===== config.mk =====
export PLATFORM = sky130hd
export DESIGN_NAME = deque_with_delete_by_value
export DESIGN_NICKNAME = d
export VERILOG_FILES = /design/src/rtl/dqd_pkg.sv /design/src/rtl/dqd_cell.sv /design/src/rtl/deque_with_delete_by_value.sv
export SDC_FILE = /design/constraint.sdc
export NUM_CORES = 2
export LEC_CHECK = 0
export BUFFER_PORTS_ARGS = -buffer_cell sky130_fd_sc_hd__clkbuf_2
export CAP_MARGIN = 5
export CORE_AREA = 2 2 259 261
export DETAILED_ROUTE_END_ITERATION = 8
export DIE_AREA = 0 0 261 263
export HOLD_SLACK_MARGIN = 0.1
export MAX_ROUTING_LAYER = met4
export PLACE_DENSITY = 0.9
export SYNTH_ARGS = -nofsm -noshare
export SYNTH_HDL_FRONTEND = slang
export SYNTH_HIERARCHICAL = 1
export SYNTH_SLANG_ARGS = --single-unit

===== constraint.sdc =====
create_clock -name clk -period 7.3 [get_ports clk]
set_clock_uncertainty 0.2 [all_clocks]
set_input_delay 0 -clock clk [delete_from_list [all_inputs] [get_ports clk]]
set_output_delay 0 -clock clk [all_outputs]
set_load 0.02 [all_outputs]

===== src/rtl/dqd_pkg.sv =====
// shared types and codes for the double-ended queue with delete by value
`default_nettype none

package dqd_pkg;

  // default number of entries
  localparam int unsigned DEPTH_DEFAULT = 16;

  // request codes
  localparam logic [2:0] MODE_PUSH_FRONT = 3'd0;
  localparam logic [2:0] MODE_PUSH_BACK  = 3'd1;
  localparam logic [2:0] MODE_POP_FRONT  = 3'd2;
  localparam logic [2:0] MODE_POP_BACK   = 3'd3;
  localparam logic [2:0] MODE_DELETE     = 3'd4;

  // status codes
  localparam logic [1:0] ST_OK    = 2'd0;
  localparam logic [1:0] ST_EMPTY = 2'd1;
  localparam logic [1:0] ST_FULL  = 2'd2;

  // request item
  typedef struct packed {
    logic [2:0]          mode;
    logic signed [31:0]  value;
  } req_t;

  // result item
  typedef struct packed {
    logic signed [31:0]  result_value;
    logic [1:0]          status;
    logic [4:0]          occupancy;
  } rsp_t;

  // operation broadcast to every cell, pushes and pops already gated by full/empty
  typedef struct packed {
    logic         push_front;
    logic         push_back;
    logic         pop_front;
    logic         pop_back;
    logic         del;
    logic [31:0]  value;
  } cell_ctl_t;

endpackage

`default_nettype wire


===== src/rtl/dqd_cell.sv =====
// one storage cell of the queue chain, front is the low index
`default_nettype none

module dqd_cell (
  input  logic               clk,
  input  logic               rst,
  input  dqd_pkg::cell_ctl_t ctl,
  input  logic [31:0]        left_data,
  input  logic               left_valid,
  input  logic [31:0]        right_data,
  input  logic               right_valid,
  input  logic               hit_in,
  output logic               hit_out,
  input  logic [31:0]        tail_in,
  output logic [31:0]        tail_out,
  output logic [31:0]        data_out,
  output logic               valid_out
);
  import dqd_pkg::*;

  logic [31:0] data;
  logic        valid;
  logic [31:0] data_next;
  logic        valid_next;
  logic        is_tail;

  // first-match search ripples from the front
  assign hit_out = hit_in | (valid && (data == ctl.value));

  // last held entry hands its value toward the front
  assign is_tail  = valid && !right_valid;
  assign tail_out = is_tail ? data : tail_in;

  assign data_out  = data;
  assign valid_out = valid;

  // next contents from the broadcast operation
  always_comb begin
    data_next  = data;
    valid_next = valid;
    if (ctl.push_front) begin
      data_next  = left_data;
      valid_next = left_valid;
    end else if (ctl.push_back) begin
      if (!valid && left_valid) begin
        data_next  = ctl.value;
        valid_next = 1'b1;
      end
    end else if (ctl.pop_front) begin
      data_next  = right_data;
      valid_next = right_valid;
    end else if (ctl.pop_back) begin
      if (is_tail) begin
        valid_next = 1'b0;
      end
    end else if (ctl.del) begin
      if (hit_out) begin
        data_next  = right_data;
        valid_next = right_valid;
      end
    end
  end

  // payload needs no reset
  always_ff @(posedge clk) begin
    data <= data_next;
  end

  always_ff @(posedge clk) begin
    if (rst) begin
      valid <= 1'b0;
    end else begin
      valid <= valid_next;
    end
  end

endmodule

`default_nettype wire


===== src/rtl/deque_with_delete_by_value.sv =====
// top level: bounded double-ended queue of 32-bit values with delete by value
`default_nettype none

// Usage:
// A request item (mode, value) is taken at a rising edge where start is high
// and busy is low. busy stays low: a new item may come in every cycle.
// Modes: push front, push back, pop front, pop back, delete first match
// searched from the front.
// Each item gives one result in the cycle after it is taken: done is high for
// exactly one cycle with rsp holding the value moved, a status (ok, empty or
// not found, full) and the occupancy after the item. The receiver cannot stall.
// Throughput is one item per cycle. The entries sit in a
// row of DEPTH cells; every item shifts the row by at most one place, and a
// delete finds its match through a priority chain running across the cells.
// Reset clears the valid bit of every cell and the count, leaving the queue
// empty; cell contents are not cleared.
module deque_with_delete_by_value #(
  parameter int unsigned DEPTH = dqd_pkg::DEPTH_DEFAULT
) (
  input  logic           clk,
  input  logic           rst,
  input  logic           start,
  output logic           busy,
  input  dqd_pkg::req_t  req,
  output logic           done,
  output dqd_pkg::rsp_t  rsp
);
  import dqd_pkg::*;

  localparam int unsigned CntW = $clog2(DEPTH + 1);

  logic              accept;
  logic [CntW-1:0]   count;
  logic [CntW-1:0]   count_next;
  logic [CntW+4:0]   count_wide;
  logic              full;
  logic              empty;
  cell_ctl_t         ctl;
  rsp_t              rsp_next;

  logic [31:0]       cell_data  [DEPTH];
  logic [DEPTH-1:0]  cell_valid;
  logic [DEPTH:0]    hit_chain;
  logic [31:0]       tail_chain [DEPTH+1];

  assign busy   = 1'b0;
  assign accept = start && !busy;
  assign full   = (count == CntW'(DEPTH));
  assign empty  = (count == '0);

  // decode the request into a gated cell operation
  always_comb begin
    ctl = '0;
    ctl.value = req.value;
    if (accept) begin
      unique case (req.mode)
        MODE_PUSH_FRONT: ctl.push_front = !full;
        MODE_PUSH_BACK:  ctl.push_back  = !full;
        MODE_POP_FRONT:  ctl.pop_front  = !empty;
        MODE_POP_BACK:   ctl.pop_back   = !empty;
        MODE_DELETE:     ctl.del        = 1'b1;
        default:         ctl.del        = 1'b0;
      endcase
    end
  end

  // chain ends
  assign hit_chain[0]      = 1'b0;
  assign tail_chain[DEPTH] = '0;

  // row of cells
  for (genvar i = 0; i < DEPTH; i++) begin : g_cell
    logic [31:0] left_data;
    logic        left_valid;
    logic [31:0] right_data;
    logic        right_valid;

    if (i == 0) begin : g_front
      assign left_data  = req.value;
      assign left_valid = 1'b1;
    end else begin : g_inner_left
      assign left_data  = cell_data[i-1];
      assign left_valid = cell_valid[i-1];
    end

    if (i == DEPTH - 1) begin : g_back
      assign right_data  = '0;
      assign right_valid = 1'b0;
    end else begin : g_inner_right
      assign right_data  = cell_data[i+1];
      assign right_valid = cell_valid[i+1];
    end

    dqd_cell u_cell (
      .clk         (clk),
      .rst         (rst),
      .ctl         (ctl),
      .left_data   (left_data),
      .left_valid  (left_valid),
      .right_data  (right_data),
      .right_valid (right_valid),
      .hit_in      (hit_chain[i]),
      .hit_out     (hit_chain[i+1]),
      .tail_in     (tail_chain[i+1]),
      .tail_out    (tail_chain[i]),
      .data_out    (cell_data[i]),
      .valid_out   (cell_valid[i])
    );
  end

  // result and next count
  always_comb begin
    count_next = count;
    rsp_next   = '0;
    rsp_next.status = ST_OK;
    case (req.mode) inside
      MODE_PUSH_FRONT, MODE_PUSH_BACK: begin
        rsp_next.result_value = req.value;
        if (full) begin
          rsp_next.status = ST_FULL;
        end else begin
          count_next = count + CntW'(1);
        end
      end
      MODE_POP_FRONT, MODE_POP_BACK: begin
        if (empty) begin
          rsp_next.status = ST_EMPTY;
        end else begin
          rsp_next.result_value = (req.mode == MODE_POP_FRONT) ?
                                  cell_data[0] : tail_chain[0];
          count_next = count - CntW'(1);
        end
      end
      MODE_DELETE: begin
        if (hit_chain[DEPTH]) begin
          rsp_next.result_value = req.value;
          count_next = count - CntW'(1);
        end else begin
          rsp_next.status = ST_EMPTY;
        end
      end
      default: begin
        rsp_next.result_value = '0;
      end
    endcase
    count_wide = (CntW + 5)'(count_next);
    rsp_next.occupancy = count_wide[4:0];
  end

  // result register
  always_ff @(posedge clk) begin
    if (accept) begin
      rsp <= rsp_next;
    end
  end

  // control state
  always_ff @(posedge clk) begin
    if (rst) begin
      count <= '0;
      done  <= 1'b0;
    end else begin
      done <= accept;
      if (accept) begin
        count <= count_next;
      end
    end
  end

`ifndef SYNTHESIS
  // count never passes the capacity
  a_count_bound: assert property (@(posedge clk) disable iff (rst)
    count <= CntW'(DEPTH))
    else $error("queue count exceeds depth");

  // held entries in the cell row always match the count
  a_valid_count: assert property (@(posedge clk) disable iff (rst)
    $countones(cell_valid) == int'(count))
    else $error("cell valid bits disagree with count");

  // every taken item yields exactly one result in the next cycle
  a_done_follows: assert property (@(posedge clk) disable iff (rst)
    accept |=> done)
    else $error("missing result strobe");

  a_no_extra_done: assert property (@(posedge clk) disable iff (rst)
    !accept |=> !done)
    else $error("result strobe without an item");
`endif

endmodule

`default_nettype wire


# Word level (Yosys, flattened, before mapping)
# Cells that the tools add are included.
# W data, S select, Z words.
word_totals:
  regBits: 573
  inputBits: 38
op_classes:
  addsub: 2
  n_eq_ne: 53
  n_mux: 278
  bitwise_logic: 15
  n_reduce_logical: 118
ops:
  columns: ["op", "n"]
  rows:
  - ["$mux W32", 134]
  - ["$eq A32 B32 Y1", 16]
  - ["$mux W1", 134]
  - ["$reduce_and A4 Y1", 30]
  - ["$reduce_bool A5 Y1", 17]
  - ["$ne A5 B1 Y1 const B", 15]
  - ["$reduce_bool A4 Y1", 17]
  - ["$ne A3 B1 Y1 const B", 15]
  - ["$mux W5", 7]
  - ["$logic_and A1 B1 Y1", 31]
  - ["$logic_not A1 Y1", 17]
  - ["$or A1 B1 Y1", 15]
  - ["$eq A3 B2 Y1 const B", 2]
  - ["$mux W2", 3]
  - ["$reduce_and A3 Y1", 2]
  - ["$add A5 B1 Y5 const B", 1]
  - ["$eq A5 B5 Y1 const B", 1]
  - ["$logic_not A5 Y1", 1]
  - ["$sub A5 B1 Y5 const B", 1]
  - ["$ne A4 B1 Y1 const B", 1]
  - ["$reduce_or A2 Y1", 2]
  - ["$eq A3 B1 Y1 const B", 1]
  - ["$eq A3 B3 Y1 const B", 1]
  - ["$logic_not A3 Y1", 1]
  - ["$ne A3 B3 Y1 const B", 1]

# Longest topological paths before layout
depth:
  ltp_word: 23
  mapped_depth: 41

# Modules after synthesis
# Netlist, hierarchy kept.
by_module_without_submodules:
  columns: ["mod", "instances", "cells_per_inst", "area_per_inst_um2"]
  rows:
  - ["dqd_cell", 16, 242, 2502.4]
  - ["deque_with_delete_by_value", 1, 250, 2542.4]

# Worst setup path before layout
# Ideal clock, no wire load.
synth_path:
  path_kind: "flip-flop to flip-flop"
  startpoint: "register g_cell[0].u_cell.data[5]"
  endpoint: "register g_cell[15].u_cell.data[0], enable pin"
  setup_time_ns: 0.504
  arrival_ns: 5.519
  path_slack_ns: 1.076
  stages_incl_launch_ff: 36
  n_path_buf: 0
  synth_period_minus_slack_ns: 6.224
  path_cell_list: "edfxtp_1 > xnor2_1 > nand4_1 > nor2_1 > a41oi_1 > inv_1 > a41oi_1 > inv_1 > a41oi_1 > inv_1 > a41oi_1 > inv_1 > a41oi_1 > inv_1 > a41oi_1 > inv_1 > a41oi_1 > inv_1 > a41oi_1 > inv_1 > a41oi_1 > inv_1 > a41oi_1 > inv_1 > a41oi_1 > inv_1 > a41oi_1 > inv_1 > a41oi_1 > inv_1 > a41oi_1 > inv_1 > a41oi_1 > inv_1 > a41oi_1 > o22ai_1"
synth_between:
  elab_chain_len: 19
synth_lines:
  columns: ["item", "line", "rtl"]
  rows:
  - ["from (decl)", "dqd_cell.sv:21", "logic [31:0] data;"]
  - ["from (signal assigned)", "dqd_cell.sv:66", "data <= data_next;"]
  - ["$eq A32 B32 Y1", "dqd_cell.sv:28", "assign hit_out = hit_in | (valid && (data == ctl.value));"]
  - ["$logic_and A1 B1 Y1", "dqd_cell.sv:28", null]
  - ["named net hit_chain[1]", "deque_with_delete_by_value.sv:43", "logic [DEPTH:0] hit_chain;"]
  - ["$or A1 B1 Y1", "dqd_cell.sv:28", null]
  - ["named net hit_chain[2]", "deque_with_delete_by_value.sv:43", null]
  - ["$or A1 B1 Y1", "dqd_cell.sv:28", null]
  - ["named net hit_chain[3]", "deque_with_delete_by_value.sv:43", null]
  - ["$or A1 B1 Y1", "dqd_cell.sv:28", null]
  - ["named net hit_chain[4]", "deque_with_delete_by_value.sv:43", null]
  - ["(+1 left out)", null, null]
  - ["named net hit_chain[5]", "deque_with_delete_by_value.sv:43", null]
  - ["(+1 left out)", null, null]
  - ["named net hit_chain[6]", "deque_with_delete_by_value.sv:43", null]
  - ["(+1 left out)", null, null]
  - ["named net hit_chain[7]", "deque_with_delete_by_value.sv:43", null]
  - ["(+1 left out)", null, null]
  - ["named net hit_chain[8]", "deque_with_delete_by_value.sv:43", null]
  - ["(+1 left out)", null, null]
  - ["named net hit_chain[9]", "deque_with_delete_by_value.sv:43", null]
  - ["(+1 left out)", null, null]
  - ["named net hit_chain[10]", "deque_with_delete_by_value.sv:43", null]
  - ["(+1 left out)", null, null]
  - ["named net hit_chain[11]", "deque_with_delete_by_value.sv:43", null]
  - ["(+1 left out)", null, null]
  - ["named net hit_chain[12]", "deque_with_delete_by_value.sv:43", null]
  - ["(+1 left out)", null, null]
  - ["named net hit_chain[13]", "deque_with_delete_by_value.sv:43", null]
  - ["$or A1 B1 Y1", "dqd_cell.sv:28", null]
  - ["named net hit_chain[14]", "deque_with_delete_by_value.sv:43", null]
  - ["$or A1 B1 Y1", "dqd_cell.sv:28", null]
  - ["named net hit_chain[15]", "deque_with_delete_by_value.sv:43", null]
  - ["$or A1 B1 Y1", "dqd_cell.sv:28", null]
  - ["$reduce_bool A4 Y1 (no line)", null, null]
  - ["$reduce_and A4 Y1 (no line)", null, null]
  - ["to (signal assigned)", "dqd_cell.sv:66", null]
  - ["to (decl)", "dqd_cell.sv:21", null]
# The timed path passes the listed nets, and every way through them passes these cells.
# A chain may end at the register's enable or synchronous reset.

# Worst setup path after layout
layout_path:
  startpoint: "register g_cell[0].u_cell.data[14]"
  endpoint: "register count[0]"
layout_between:
  elab_chain_len: 21
layout_lines:
  columns: ["item", "line", "rtl"]
  rows:
  - ["$eq A32 B32 Y1", "dqd_cell.sv:28", null]
  - ["$logic_and A1 B1 Y1", "dqd_cell.sv:28", null]
  - ["named net hit_chain[1]", "deque_with_delete_by_value.sv:43", null]
  - ["$or A1 B1 Y1", "dqd_cell.sv:28", null]
  - ["named net hit_chain[2]", "deque_with_delete_by_value.sv:43", null]
  - ["$or A1 B1 Y1", "dqd_cell.sv:28", null]
  - ["named net hit_chain[3]", "deque_with_delete_by_value.sv:43", null]
  - ["$or A1 B1 Y1", "dqd_cell.sv:28", null]
  - ["named net hit_chain[4]", "deque_with_delete_by_value.sv:43", null]
  - ["(+1 left out)", null, null]
  - ["named net hit_chain[5]", "deque_with_delete_by_value.sv:43", null]
  - ["(+1 left out)", null, null]
  - ["named net hit_chain[6]", "deque_with_delete_by_value.sv:43", null]
  - ["(+1 left out)", null, null]
  - ["named net hit_chain[7]", "deque_with_delete_by_value.sv:43", null]
  - ["(+1 left out)", null, null]
  - ["named net hit_chain[8]", "deque_with_delete_by_value.sv:43", null]
  - ["(+1 left out)", null, null]
  - ["named net hit_chain[9]", "deque_with_delete_by_value.sv:43", null]
  - ["(+1 left out)", null, null]
  - ["named net hit_chain[10]", "deque_with_delete_by_value.sv:43", null]
  - ["(+1 left out)", null, null]
  - ["named net hit_chain[11]", "deque_with_delete_by_value.sv:43", null]
  - ["(+1 left out)", null, null]
  - ["named net hit_chain[12]", "deque_with_delete_by_value.sv:43", null]
  - ["(+1 left out)", null, null]
  - ["named net hit_chain[13]", "deque_with_delete_by_value.sv:43", null]
  - ["$or A1 B1 Y1", "dqd_cell.sv:28", null]
  - ["named net hit_chain[14]", "deque_with_delete_by_value.sv:43", null]
  - ["$or A1 B1 Y1", "dqd_cell.sv:28", null]
  - ["named net hit_chain[15]", "deque_with_delete_by_value.sv:43", null]
  - ["$or A1 B1 Y1", "dqd_cell.sv:28", null]
  - ["named net hit_chain[16]", "deque_with_delete_by_value.sv:43", null]
  - ["$mux W5", "deque_with_delete_by_value.sv:135", "if (hit_chain[DEPTH]) begin"]
  - ["$mux W5 (3 in a row)", "deque_with_delete_by_value.sv:116", "case (req.mode) inside"]
  - ["to (signal assigned)", "deque_with_delete_by_value.sv:165", "count <= count_next;"]
  - ["to (decl)", "deque_with_delete_by_value.sv:33", "logic [CntW-1:0] count;"]
# The timed path passes the listed nets, and every way through them passes these cells.

==> out/results.ini <==
[run_status]
status = finished clean

[global_routing]
grt_max_degree = 273
grt_util_met3_pct = 6.451
grt_usage_pct = 34.42
antenna_found_initial = 2
grt_pass1_wl_mm = 185.6
met1_usage_pct = 44.95
grtUsageMet2_pct = 54.35
grt_overflow = 0
grt_pass1_vias = 33765
busiest_layer = met2

[worst_setup_path]
cpPeakStageDelay_ns = 0.44
crit_required_ns = 7.65
cp.arrival_ns = 7.25
r2r_start = g_cell[0].u_cell/data_out[14]
reg2reg_to = count[0]
slowest_stage = edfxtp_1
reg2reg_depth = 41
critPathMaxFanout = 6
critPathKind = reg2reg
startpoint_type = flip-flop
end_kind = flip-flop
ff2ff_setup_slack_ns = 0.40
crit_top_cell = inv_1

[floorplanning]
initial_core_util_pct = 64.88
die_w_um = 261
rows = 94
fp.dieH_um = 263
floorplan.core_area_um2 = 65630
die_area_um2 = 68640
ioPinCount = 79

[clocking]
cts_buffers = 61
cts_max_path_buffers = 3
clk_latency_ns = 0.67
cts.sinks = 573
cts.clk_slew.worst_paths_ns = 0.08
cts_root_buf = clkbuf_16
htreeDepth = 2
cts_tree = built

[logic_synthesis]
syn-mean-instance-area_um2 = 10.33
synth_edf_count = 551
syn_inst = 4122
synthFlopType = edfxtp_1
synth.cell_area_um2 = 42580
async_flop_share_pct = 0
ys_ff_latch = 573
synth.yosys.seq_area_share_pct = 39.89
ys_warn_count = 6
synth_cell_types = 54

[detailed_routing]
drt_iter0_drc = 4640
viasPerCell = 6.699
drt_wl_total_mm = 119.5
drt_pass1_iterations = 9
drc = 0
vias = 34623
avgRoutedWirePerCell_um = 23.13
detail-route-antenna-nets = 0

[placement]
dp_hpwl_mm = 77.43
placed_area_um2 = 44470
place_inst = 5010
pre_cts_ws_ns = -0.1938
place.gp.congestion = 0.9509
io_buffers = 77

[finish]
stdcell_area_um2 = 46980
layout-drive-gt1-share_pct = 20.85
fin_nets = 4293
area_delta_synth_final_pct = 10.33
fillers = 4106
final_util_pct = 71.59
layout.cells.non_filler = 5168

[timing]
tns_ns = 0
drv_slew = 0
timing.hold.ws_ns = 0.3278
period_share_pct = 94.48
relSlewSlack_pct = 11.42
max_freq_mhz = 145.0
worst_slew_pin_slew_ns = 1.329
layout_setup_ws_ns = 0.4028
setup_viol = 0
hold_viol_final = 0
min_period_ns = 6.897
rsz0062_at_grt = no

[power]
power.density_nw_per_um2 = 194.0
power_leakage_nw = 13.85
power_mw = 9.115
ir_worst_vdd_mv = 0.2129

[run]
maxCapViolCount = 0

[worst_hold_path]
worstHoldStart = req[33]
hold_class = in2reg
worstHoldEndpoint = count[2]
min_delay_path_depth = 6

==> synth_stat cells, types with 17 or more instances <==
master / number / area (um2)
nand4_1: 113 / 706.9
nor3_1: 36 / 180.2
clkbuf_1: 50 / 187.7
nand3_1: 36 / 180.2
nor2b_1: 34 / 212.7
a41oi_1: 17 / 148.9
xnor2_1: 515 / 4511
o21ai_0: 565 / 2828
a31oi_1: 34 / 212.7
inv_1: 69 / 259.0
dfxtp_1: 22 / 440.4
buf_4: 20 / 150.1
mux2_2: 512 / 5766
buf_2: 137 / 685.7
nand2b_1: 19 / 118.9
and3_1: 19 / 118.9
nand2_1: 586 / 2200
a221o_1: 17 / 170.2
o22ai_1: 31 / 193.9
mux2i_1: 546 / 5465
nor2_1: 60 / 225.2
edfxtp_1: 551 / 16550
nor4_1: 17 / 106.4
buf_1: 48 / 180.2
==> critical path: cells and delay by family, from the launching register on <==
family | cells | cell delay (ns)
muxes | 1 | 0.32
buffers and inverters | 18 | 1.82
and+or+nand+nor | 4 | 0.65
AOI/OAI and AO/OA | 17 | 3.13
DFF | 1 | 0.44
xor gates and xnor gates | 1 | 0.17
==> routing by layer <==
layer	vias up	wire length (um)
met3	388	11680
met4	0	4039
met5	-	0
li1	15284	-
met1	16847	46860
met2	2104	56940
==> power by group <==
group / internal (mW) / total, mW / switching (mW)
clock network: 1.78 / 3.16 / 1.38
registers: 3.91 / 4.14 / 0.235
logic: 0.831 / 1.81 / 0.982
total: 6.52 / 9.12 / 2.60
==> state kept, by name (all words and copies together), names as in the netlist <==
register	count
g_cell.u_cell/valid_out	16
count	5
g_cell.u_cell/data_out	512
done	1
rsp	39
==> layout by cell type, fill, tap and decap left out, types with 3 or more instances in the layout <==
| master | netlist | final |
|---|---|---|
| clkbuf_8 | 0 | 3 |
| inv_1 | 69 | 68 |
| dlygate4sd3_1 | 0 | 42 |
| nor4_2 | 16 | 16 |
| mux2i_1 | 546 | 546 |
| nand2_1 | 586 | 586 |
| nor2b_4 | 0 | 4 |
| bufinv_16 | 0 | 5 |
| nor4_1 | 17 | 17 |
| nand3_1 | 36 | 36 |
| conb_1 | 2 | 71 |
| nor2b_1 | 34 | 18 |
| o21ai_0 | 565 | 565 |
| a31oi_1 | 34 | 34 |
| o22ai_1 | 31 | 15 |
| a41oi_2 | 0 | 14 |
| o22ai_2 | 0 | 9 |
| dfxtp_1 | 22 | 22 |
| nor2_1 | 60 | 58 |
| a221o_1 | 17 | 17 |
| nor3_1 | 36 | 35 |
| o22ai_4 | 0 | 7 |
| clkbuf_1 | 50 | 22 |
| buf_4 | 20 | 128 |
| nor2b_2 | 0 | 12 |
| o311ai_2 | 16 | 16 |
| clkinv_2 | 0 | 5 |
| mux2_2 | 512 | 512 |
| nand2b_1 | 19 | 19 |
| clkbuf_16 | 0 | 63 |
| clkinv_1 | 1 | 14 |
| nand4_1 | 113 | 113 |
| clkbuf_2 | 2 | 77 |
| xnor2_1 | 515 | 515 |
| edfxtp_1 | 551 | 551 |
| buf_12 | 0 | 11 |
| and3_1 | 19 | 17 |
==> final cells by class <==
type | instances | area, um2 | area share [%]
well taps | 864 | 1081 | 2.301
repair buffers | 258 | 1987 | 4.229
multi-input cells | 3289 | 24720 | 52.62
clock buffers | 88 | 1700 | 3.619
clock inverters | 24 | 232.7 | 0.4954
flip-flops and latches | 573 | 16990 | 36.16
inverters | 70 | 265.3 | 0.5646
diodes | 2 | 5.005 | 0.01065
==> cells by family (layout without fill, tap and decap cells) <==
| logic type | count (synthesis) | in the layout | synth area share, % |
|---|---|---|---|
| flip-flops | 573 | 573 | 39.89 |
| buffers and inverters | 329 | 440 | 3.520 |
| other | 2 | 73 | 0.01764 |
| AND/OR/NAND/NOR | 946 | 946 | 10.21 |
| adder cells (fa/ha/maj) | 2 | 2 | 0.05876 |
| XOR/XNOR | 516 | 516 | 10.61 |
| AO/OA/AOI/OAI | 695 | 695 | 9.280 |
| multiplexers | 1059 | 1059 | 26.41 |
==> worst max path at each step <==
stage | start | cells after the start | end | slack (ns)
detailed placement | g_cell[0].u_cell/data_out[14] | 41 | count[0] | -0.19
global route | g_cell[0].u_cell/data_out[14] | 41 | count[1] | 0.02
global placement | g_cell[0].u_cell/data_out[25] | 41 | count[0] | -0.004
finish | g_cell[0].u_cell/data_out[14] | 41 | count[0] | 0.40
floorplan | g_cell[0].u_cell/data_out[5] | 35 | g_cell[15].u_cell/data_out[0] | 1.08
CTS | g_cell[0].u_cell/data_out[12] | 41 | count[0] | 0.003
==> what timing repair did <==
item,4_1_cts,5_1_grt
hold endpoints to repair,544,0
endpoints found under the setup margin,42,96
hold buffers,42,0
buffers inserted,0,2
gates resized for setup,4,15
pin swaps,0,2
No activity file was read; power rests on OpenSTA's default activity.
